[src/rtl/resampling_voice_mixer_top_macros.svh]
// Assertion macros for the mixer RTL, used by the remainder unit
`ifndef RESAMPLING_VOICE_MIXER_TOP_MACROS_SVH
`define RESAMPLING_VOICE_MIXER_TOP_MACROS_SVH

// same-cycle implication, disabled during reset
`define RVM_ASSERT_IMP(lbl, clk, rstn, ante, cons, msg) \
    lbl: assert property (@(posedge clk) disable iff (!rstn) (ante) |-> (cons)) else $error(msg);

// next-cycle implication, disabled during reset
`define RVM_ASSERT_NXT(lbl, clk, rstn, ante, cons, msg) \
    lbl: assert property (@(posedge clk) disable iff (!rstn) (ante) |=> (cons)) else $error(msg);

`endif

[src/rtl/rvm_pkg.sv]
// Shared types, codes and field layout of the voice mixer
package rvm_pkg;

    localparam int VOICE_COUNT_DEF  = 8;
    localparam int SAMPLE_DEPTH_DEF = 65536;

    localparam int IDX_W      = 18;
    localparam int CURSOR_W   = 50;
    localparam int STEP_W     = 40;
    localparam int LEN_W      = 17;
    localparam int MAX_FRAMES = 65536;

    localparam int S_TDATA_W = 128;
    localparam int S_TUSER_W = 2;
    localparam int M_TDATA_W = 40;

    localparam int OFS_VOICE   = 0;
    localparam int OFS_ADDRESS = 3;
    localparam int OFS_SAMPLE  = 19;
    localparam int OFS_IS_BYTE = 35;
    localparam int OFS_FRAMES  = 36;
    localparam int OFS_STEREO  = 53;
    localparam int OFS_STEP    = 54;
    localparam int OFS_LGAIN   = 94;
    localparam int OFS_RGAIN   = 110;
    localparam int OFS_LOOPING = 126;

    typedef enum logic [1:0] {
        FUNC_LOAD   = 2'd0,
        FUNC_SETUP  = 2'd1,
        FUNC_STOP   = 2'd2,
        FUNC_RENDER = 2'd3
    } func_t;

    typedef struct packed {
        logic       load_now;
        logic       load_start;
        logic       load_write;
        logic       setup;
        logic       halt;
        logic       start_render;
        logic       stop_voice;
        logic       wrap_start;
        logic       wrap_load;
        logic       addr_start;
        logic       addr_load;
        logic       rd_en;
        logic [1:0] rd_sel;
        logic       cap_en;
        logic [1:0] cap_sel;
        logic       interp;
        logic       gain;
        logic       accum;
        logic       next_voice;
        logic       out_load;
    } cmd_t;

    typedef struct packed {
        logic playing;
        logic len_zero;
        logic past_end;
        logic looping;
        logic rem_done;
        logic last_voice;
        logic out_free;
        logic addr_direct;
    } sts_t;

endpackage

[src/rtl/rvm_ctrl.sv]
// Mixer controller: sequences items and the per-voice render steps
module rvm_ctrl (
    input  logic                          aclk,
    input  logic                          aresetn,
    input  logic                          s_tvalid,
    input  logic [rvm_pkg::S_TUSER_W-1:0] s_tuser,
    output logic                          s_tready,
    input  rvm_pkg::sts_t                 sts,
    output rvm_pkg::cmd_t                 cmd
);

    typedef enum logic [15:0] {
        ST_IDLE  = 16'h0001,
        ST_LOADW = 16'h0002,
        ST_CHECK = 16'h0004,
        ST_WRAPW = 16'h0008,
        ST_ADDR  = 16'h0010,
        ST_ADDRW = 16'h0020,
        ST_RD0   = 16'h0040,
        ST_RD1   = 16'h0080,
        ST_RD2   = 16'h0100,
        ST_RD3   = 16'h0200,
        ST_RDW   = 16'h0400,
        ST_INTP  = 16'h0800,
        ST_GAIN  = 16'h1000,
        ST_ACCUM = 16'h2000,
        ST_NEXT  = 16'h4000,
        ST_OUT   = 16'h8000
    } state_t;

    state_t         state_reg, state_next;
    rvm_pkg::func_t func;
    logic           accept;

    assign s_tready = (state_reg == ST_IDLE);
    assign accept   = s_tvalid && s_tready;
    assign func     = rvm_pkg::func_t'(s_tuser);

    always_comb begin
        state_next = state_reg;
        cmd        = '0;
        case (state_reg)
            ST_IDLE: begin
                if (accept) begin
                    case (func)
                        rvm_pkg::FUNC_LOAD: begin
                            if (sts.addr_direct) begin
                                cmd.load_now = 1'b1;
                            end else begin
                                cmd.load_start = 1'b1;
                                state_next     = ST_LOADW;
                            end
                        end
                        rvm_pkg::FUNC_SETUP: cmd.setup = 1'b1;
                        rvm_pkg::FUNC_STOP:  cmd.halt  = 1'b1;
                        default: begin
                            cmd.start_render = 1'b1;
                            state_next       = ST_CHECK;
                        end
                    endcase
                end
            end
            ST_LOADW: begin
                if (sts.rem_done) begin
                    cmd.load_write = 1'b1;
                    state_next     = ST_IDLE;
                end
            end
            ST_CHECK: begin
                if (!sts.playing) begin
                    state_next = ST_NEXT;
                end else if (sts.len_zero || (sts.past_end && !sts.looping)) begin
                    cmd.stop_voice = 1'b1;
                    state_next     = ST_NEXT;
                end else if (sts.past_end) begin
                    cmd.wrap_start = 1'b1;
                    state_next     = ST_WRAPW;
                end else begin
                    state_next = ST_ADDR;
                end
            end
            ST_WRAPW: begin
                if (sts.rem_done) begin
                    cmd.wrap_load = 1'b1;
                    state_next    = ST_ADDR;
                end
            end
            ST_ADDR: begin
                if (sts.addr_direct) begin
                    cmd.addr_load = 1'b1;
                    state_next    = ST_RD0;
                end else begin
                    cmd.addr_start = 1'b1;
                    state_next     = ST_ADDRW;
                end
            end
            ST_ADDRW: begin
                if (sts.rem_done) begin
                    cmd.addr_load = 1'b1;
                    state_next    = ST_RD0;
                end
            end
            ST_RD0: begin
                cmd.rd_en  = 1'b1;
                cmd.rd_sel = 2'd0;
                state_next = ST_RD1;
            end
            ST_RD1: begin
                cmd.rd_en   = 1'b1;
                cmd.rd_sel  = 2'd1;
                cmd.cap_en  = 1'b1;
                cmd.cap_sel = 2'd0;
                state_next  = ST_RD2;
            end
            ST_RD2: begin
                cmd.rd_en   = 1'b1;
                cmd.rd_sel  = 2'd2;
                cmd.cap_en  = 1'b1;
                cmd.cap_sel = 2'd1;
                state_next  = ST_RD3;
            end
            ST_RD3: begin
                cmd.rd_en   = 1'b1;
                cmd.rd_sel  = 2'd3;
                cmd.cap_en  = 1'b1;
                cmd.cap_sel = 2'd2;
                state_next  = ST_RDW;
            end
            ST_RDW: begin
                cmd.cap_en  = 1'b1;
                cmd.cap_sel = 2'd3;
                state_next  = ST_INTP;
            end
            ST_INTP: begin
                cmd.interp = 1'b1;
                state_next = ST_GAIN;
            end
            ST_GAIN: begin
                cmd.gain   = 1'b1;
                state_next = ST_ACCUM;
            end
            ST_ACCUM: begin
                cmd.accum  = 1'b1;
                state_next = ST_NEXT;
            end
            ST_NEXT: begin
                if (sts.last_voice) begin
                    state_next = ST_OUT;
                end else begin
                    cmd.next_voice = 1'b1;
                    state_next     = ST_CHECK;
                end
            end
            ST_OUT: begin
                if (sts.out_free) begin
                    cmd.out_load = 1'b1;
                    state_next   = ST_IDLE;
                end
            end
            default: state_next = ST_IDLE;
        endcase
    end

    always_ff @(posedge aclk) begin
        if (!aresetn) begin
            state_reg <= ST_IDLE;
        end else begin
            state_reg <= state_next;
        end
    end

endmodule

[config.mk]
export PLATFORM = sky130hd
export DESIGN_NAME = rvm_ctrl
export DESIGN_NICKNAME = d
export VERILOG_FILES = /design/src/rtl/resampling_voice_mixer_top_macros.svh /design/src/rtl/rvm_pkg.sv /design/src/rtl/rvm_ctrl.sv
export SDC_FILE = /design/constraint.sdc
export NUM_CORES = 1
export LEC_CHECK = 0
export BUFFER_PORTS_ARGS = -buffer_cell sky130_fd_sc_hd__buf_2
export CORE_ASPECT_RATIO = 0.7
export CORE_MARGIN = 2
export CORE_UTILIZATION = 35
export DETAILED_ROUTE_END_ITERATION = 6
export SKIP_CTS_REPAIR_TIMING = 1
export SYNTH_ARGS = -nofsm -noshare
export SYNTH_HDL_FRONTEND = slang
export SYNTH_SLANG_ARGS = --single-unit
[constraint.sdc]
create_clock -name aclk -period 3.1 [get_ports aclk]
set_input_delay 0.465 -clock aclk [delete_from_list [all_inputs] [get_ports aclk]]
set_output_delay 0.465 -clock aclk [all_outputs]
set_load 0.03 [all_outputs]
[Word level (Yosys, flattened, before mapping)]
Cells that the tools add are included.
Operators by class
  eq/ne operators: 25
  muxes and demuxes: 42
  reduce and logical (&&, ||, !) cells: 8
Operators by type and width (count)
  $pmux W16 S16: 1
  $mux W16: 9
  $pmux W16 S2: 1
  $pmux W3 S4: 2
  $mux W1: 19
  $eq A16 B1 Y1 const B: 1
  $eq A16 B10 Y1 const B: 1
  $eq A16 B11 Y1 const B: 1
  $eq A16 B12 Y1 const B: 1
  $eq A16 B13 Y1 const B: 1
  $eq A16 B14 Y1 const B: 1
  $eq A16 B15 Y1 const B: 1
  $eq A16 B16 Y1 const B: 1
  $eq A16 B2 Y1 const B: 1
  $eq A16 B3 Y1 const B: 1
  $eq A16 B4 Y1 const B: 1
  $eq A16 B5 Y1 const B: 1
  $eq A16 B6 Y1 const B: 1
  $eq A16 B7 Y1 const B: 1
  $eq A16 B8 Y1 const B: 1
  $eq A16 B9 Y1 const B: 1
  $mux W2: 5
  $ne A2 B2 Y1 const B: 5
  $mux W7: 1
  14 further kinds: 16
Storage, ports and cells
  flip-flop bits (word level): 16
  input port bits: 13
  output and inout bits: 23
  logic and storage cells: 76

[Longest topological paths before layout]
Gate-level depths: netlist of the first run.
  depth in word-level cells: 6
  depth in mapped cells: 8
  gate-level depth less buffers: 8

[Worst setup path after synthesis of the first run]
OpenSTA, ideal clock, no wires.
  path type: register to output
  from: register state_reg[8]
  to: output port cmd[20] in the netlist's numbering
  data arrival time: 2.616 ns
  data required time: 2.635 ns
  setup slack: 0.019 ns
  stages on the path, launching flop included: 6
  path buffers: 1
  cells stage by stage: dfxtp_1 buf_2 or4_1 nor4_4 nand2_1 nor3b_1
RTL lines
  start: declaration: RTL line rvm_ctrl.sv:31  | state_t state_reg, state_next;
  start signal: assignment: RTL line rvm_ctrl.sv:168  | state_reg <= state_next;
  end: declaration: RTL line rvm_ctrl.sv:9  | output rvm_pkg::cmd_t cmd

==> flow_summary_export.csv, run 1 <==
group,metric,value,unit
detailed_routing,antenna_left,0,
die,ios,36,
final_layout,layout-drive-gt1-share,0.263,
placed_design,place.port_buffers,35,
die,die_w,74.3,um
die,initial_core_util,0.374,
sta,finalSetupViolations,0,
critical_path,criticalPathCategory,"reg2out",
sta,tightest_slew,588,ps
critical_path,critPathRequiredTime,2630,ps
critical_path,start_kind,"flop",
detailed_routing,drc_errors,0,
critical_path,crit_arrival,2470,ps
critical_path,cp_max_fo,10,
power,vdd_ir_drop_max,160,uV
die,die_area,3950,um^2
status,status,"complete, no violations",
final_layout,largest_reg_flops,16,
sta,hold_viol,0,
final_layout,area_growth,21.2,%
grt,gr-total-overflow,0,
placed_design,gp_congestion,0.874,
clocking,cts_root_buf,"clkbuf_8",
clocking,clk_pin_slew,70,ps
grt,grt_max_degree,12,
worst_hold_path,hold_path_class,"in2reg",
flow_run,maxCapViolations,0,
detailed_routing,num_vias,1245,
logic_synthesis,syn_nets,169,
grt,grt_pass1_wl,5240,um
logic_synthesis,yosys_warnings,0,
power,leakagePower,0.000695,uW
clocking,cts_tree,"yes",
final_layout,nets,204,
detailed_routing,routedWlPerCell,13.9,um
logic_synthesis,synth_area_per_cell,7.96,um^2
logic_synthesis,synthFlopType,"dfxtp_1",
logic_synthesis,seq_area_frac_synth,0.265,
placed_design,dpl.hpwl,2540,um
power,total_power,710,uW
grt,grt_pass1_vias,1121,
clocking,cts_buffers,3,
sta,rsz0062_at_grt,"false",
sta,finalMaxSlewViolations,0,
logic_synthesis,synthCells,152,
detailed_routing,drt_iter0_drc,140,
sta,finClkSkew,2.53,ps
clocking,cts_max_level,1,
detailed_routing,vias_per_cell,5.34,
logic_synthesis,synth_cell_types,42,
clocking,insertion_delay,250,ps
grt,grt.total_usage,0.178,
detailed_routing,dr.pass1.iters,4,
logic_synthesis,async_flop_share,0,
die,die_h,53.2,um
die,row_count,17,
critical_path,crit_path_end_kind,"primary output",
sta,tns,0,ps
clocking,cts_num_sinks,16,
grt,antenna_found_initial,0,
clocking,clockBufferDepth,2,
power,power_per_cell_area,484,nW/um^2
die,core-area,3230,um^2
sta,slew_headroom,0.605,
final_layout,insertedDiodeCount,0,
detailed_routing,drt_wl_total,3240,um
logic_synthesis,synth_area,1210,um^2
sta,max_freq,341,MHz
logic_synthesis,synth_edf_count,0,
sta,period_needed,2940,ps
sta,period_share,0.947,
logic_synthesis,ys_ff_latch,16,
## worst max-delay path: stages, from the launching register on
cell and delay (ps):
dfxtp_1 410, or4_1 680, nor3_1 340, and4b_1 350, and4_1 230, buf_2 200
## metal layers
layer | vias to the layer above | routed length [um] | track usage | part of all wire
li1 | 623 | - | - | -
met5 | - | 0 | 0 | 0
met4 | 0 | 7 | 0.0268 | 0.0022
met2 | 55 | 1250 | 0.254 | 0.39
met1 | 565 | 1700 | 0.265 | 0.52
met3 | 2 | 287 | 0.0533 | 0.089
## power breakdown
part	switching, uW	internal (uW)	total (uW)	leakage (uW)
Clock	79.3	113	192	0.0000288
Combinational	185	96.8	282	0.000537
Sequential	17.8	218	236	0.000129
## worst paths after layout
| check | start | endpoint | slack [ps] | cells past startpoint |
|---|---|---|---|---|
| max reg2reg | state_reg[10] | state_reg[4] | 570 | 6 |
| min | aresetn | state_reg[0] | 530 | 2 |
| min reg2reg | state_reg[1] | state_reg[1] | 540 | 2 |
| max | state_reg[8] | cmd[14] | 160 | 5 |
## synth_stat cells (3+ instances only)
master / number / share of area
nor2b_1: 4 / 0.021
nor4b_1: 3 / 0.022
nor3_1: 6 / 0.025
xnor2_1: 3 / 0.022
a21oi_1: 5 / 0.021
nand2_1: 12 / 0.037
and2_1: 6 / 0.031
ha_1: 4 / 0.041
or4_1: 3 / 0.019
or4b_2: 3 / 0.025
o21ai_0: 4 / 0.017
nand3_1: 3 / 0.012
xor2_1: 4 / 0.029
nor4_1: 7 / 0.036
nand3b_1: 3 / 0.019
inv_1: 8 / 0.025
dfxtp_1: 16 / 0.26
and3_1: 6 / 0.031
nor2_1: 15 / 0.047
nor3b_1: 4 / 0.025
## cell families (layout without fill, tap and decap cells)
logic type                 after synthesis  count (layout)  share of synthesized area
adders and majority gates                4               4                     0.0414
and+or+nand+nor                         89              89                      0.459
DFF                                     16              16                      0.265
xor gates and xnor gates                 7               7                     0.0507
AOI/OAI and AO/OA                       22              22                      0.126
buffers and inverters                   14              48                     0.0579
## metrics by stage
step / hold WS, ps / worst slack, ps / instance area (um^2) / utilization / cells
3_5_place_dp: 528 / 480 / 1410 / 0.437 / 229
2_1_floorplan: 482 / 19.1 / 1210 / - / 152
6_report: 533 / 164 / 1470 / 0.454 / 233
4_1_cts: 528 / 196 / 1470 / 0.454 / 233
3_3_place_gp: 520 / 524 / 1410 / 0.437 / 229
5_1_grt: 538 / 71.6 / 1470 / 0.454 / 233
## placed cells by master, fill, tap and decap left out, drive strengths merged, types with 2 or more instances in the layout
cell,n
a21oi,5
and2,6
and3,6
buf,36
clkbuf,4
dfxtp,16
ha,4
inv,8
nand2,12
nand2b,2
nand3,3
nand3b,4
nand4,2
nor2,15
nor2b,4
nor3,7
nor3b,4
nor4,8
nor4b,3
o211a,2
o211ai,2
o21a,2
o21ai,4
o21bai,2
or3,2
or4,5
or4b,3
xnor2,3
xor2,4
## area by class of cell
| type | count | area (um^2) |
|---|---|---|
| repair buffers | 36 | 183 |
| flip-flops and latches | 16 | 320 |
| clock buffers | 4 | 55.1 |
| well taps | 47 | 58.8 |
| multi-input cells | 122 | 820 |
| fillers | 344 | 1770 |
| inverters | 8 | 30.0 |
Note: power is estimated with default switching activity, not from simulation.
==> run 2: changes to the inputs <==
Settings changed: REMOVE_ABC_BUFFERS set to 1.
==> run 2 against run 1 <==
Fmax up 0.17%. Final area down 1.5%. Sequential power about the same. Routed wire length down 6.0%. Combinational power about the same. Non-clock buffer count down 1. Largest cell class unchanged. Final cell count down 0.86%. Clock power down 19%. Critical path type unchanged. Core utilization down 0.66 points. Clock skew down 0.72 ps. Global-route usage down 1.4 points. Critical endpoint unchanged.
==> flow_summary_export.csv, run 2 (synthesis results as in run 1) <==
group,metric,value,unit
clocking,cts_buffers,3,
detailed_routing,dr.pass1.iters,4,
grt,grt_max_degree,12,
sta,period_share,0.946,
sta,hold_slack,528,ps
final_layout,area_growth,19.4,%
die,die_w,74.3,um
final_layout,mostFrequentLayoutCells,"buf_2, dfxtp_1, nor2_1, nand2_1, inv_1",
critical_path,crit_arrival,2470,ps
sta,setup_ws,169,ps
sta,finClkSkew,1.81,ps
worst_hold_path,hold_start,"aresetn",
worst_hold_path,whs_endpoint,"state_reg[0]",
placed_design,pre_cts_ws,455,ps
die,ios,36,
grt,grt_pass1_wl,4980,um
grt,grt.total_usage,0.164,
die,core-area,3230,um^2
clocking,insertion_delay,250,ps
clocking,cts_num_sinks,16,
power,vdd_ir_drop_max,402,uV
final_layout,nets,203,
clocking,cts_max_level,1,
detailed_routing,drt_wl_total,3050,um
sta,max_freq,341,MHz
detailed_routing,drt_iter0_drc,61,
final_layout,final_common_cell,"buf_2",
clocking,cts_tree,"yes",
clocking,clockBufferDepth,2,
sta,rsz0062_at_grt,"false",
detailed_routing,drc_errors,0,
worst_hold_path,holdPathStages,2,
detailed_routing,num_vias,1230,
status,status,"complete, no violations",
flow_run,maxCapViolations,0,
power,leakagePower,0.000682,uW
sta,slew_headroom,0.557,
critical_path,crit_path_end_kind,"primary output",
grt,gr-total-overflow,0,
critical_path,r2r-start,"state_reg[10]",
power,power_per_cell_area,467,nW/um^2
detailed_routing,routedWlPerCell,13.2,um
worst_hold_path,hold_path_class,"in2reg",
placed_design,place_area,1400,um^2
critical_path,reg2reg_depth,6,
detailed_routing,vias_per_cell,5.32,
critical_path,cp_max_fo,10,
placed_design,dpl.hpwl,2460,um
sta,period_needed,2930,ps
critical_path,critPathRequiredTime,2630,ps
grt,grt_pass1_vias,1087,
grt,antenna_found_initial,0,
critical_path,reg2reg_slack,550,ps
sta,tightest_slew,658,ps
final_layout,layout-drive-gt1-share,0.255,
placed_design,place.port_buffers,35,
sta,hold_viol,0,
die,row_count,17,
critical_path,start_kind,"flop",
final_layout,insertedDiodeCount,0,
sta,tns,0,ps
critical_path,criticalPathCategory,"reg2out",
clocking,cts_root_buf,"clkbuf_8",
die,die_area,3950,um^2
clocking,clk_pin_slew,60,ps
final_layout,final_cell_area,1450,um^2
final_layout,largest_reg_flops,16,
sta,finalMaxSlewViolations,0,
critical_path,r2r_end,"state_reg[12]",
die,initial_core_util,0.374,
sta,finalSetupViolations,0,
placed_design,gp_congestion,0.788,
detailed_routing,antenna_left,0,
die,die_h,53.2,um
-- run 2: routing by layer --
| layer | share of wire | global-route usage | wire [um] |
|---|---|---|---|
| met1 | 0.50 | 0.236 | 1530 |
| met2 | 0.43 | 0.260 | 1320 |
| met3 | 0.066 | 0.0457 | 200 |
| met4 | 0 | 0 | 0 |
| met5 | 0 | 0 | 0 |
-- run 2: how the worst max path moves through the flow --
stage	start	end	depth (start not counted)
after global placement	state_reg[4]	cmd[10]	5
after detailed placement	state_reg[10]	cmd[14]	5
after global routing	state_reg[10]	cmd[14]	5
after CTS	state_reg[10]	cmd[14]	5
final	state_reg[10]	cmd[14]	5
after floorplan	state_reg[8]	cmd[20]	4
-- run 2: through the flow --
stage	total power (uW)	util	instances
2_1_floorplan	444	-	146
3_3_place_gp	515	0.434	228
3_5_place_dp	522	0.434	228
4_1_cts	679	0.447	231
5_1_grt	720	0.447	231
6_report	675	0.447	231
-- run 2: where the power goes --
group	switching (uW)	total (uW)	leakage (uW)	internal, uW
clock	69.3	155	0.0000216	86.1
sequential	19.1	238	0.000129	218
combinational	186	282	0.000531	96.6
-- run 2: cell type report --
class,instances,area [um^2]
timing repair buffer,35,175
sequential,16,320
multi-input combinational,122,820
inverter,8,30.0
tap,47,58.8
clock buffer,3,41.3
fill,338,1790
-- run 2: worst max-delay path: stages, from the launching register on --
cell	delay, ps
dfxtp_1	440
or4_1	630
nor3_1	350
and4b_1	360
and4_1	240
buf_2	200
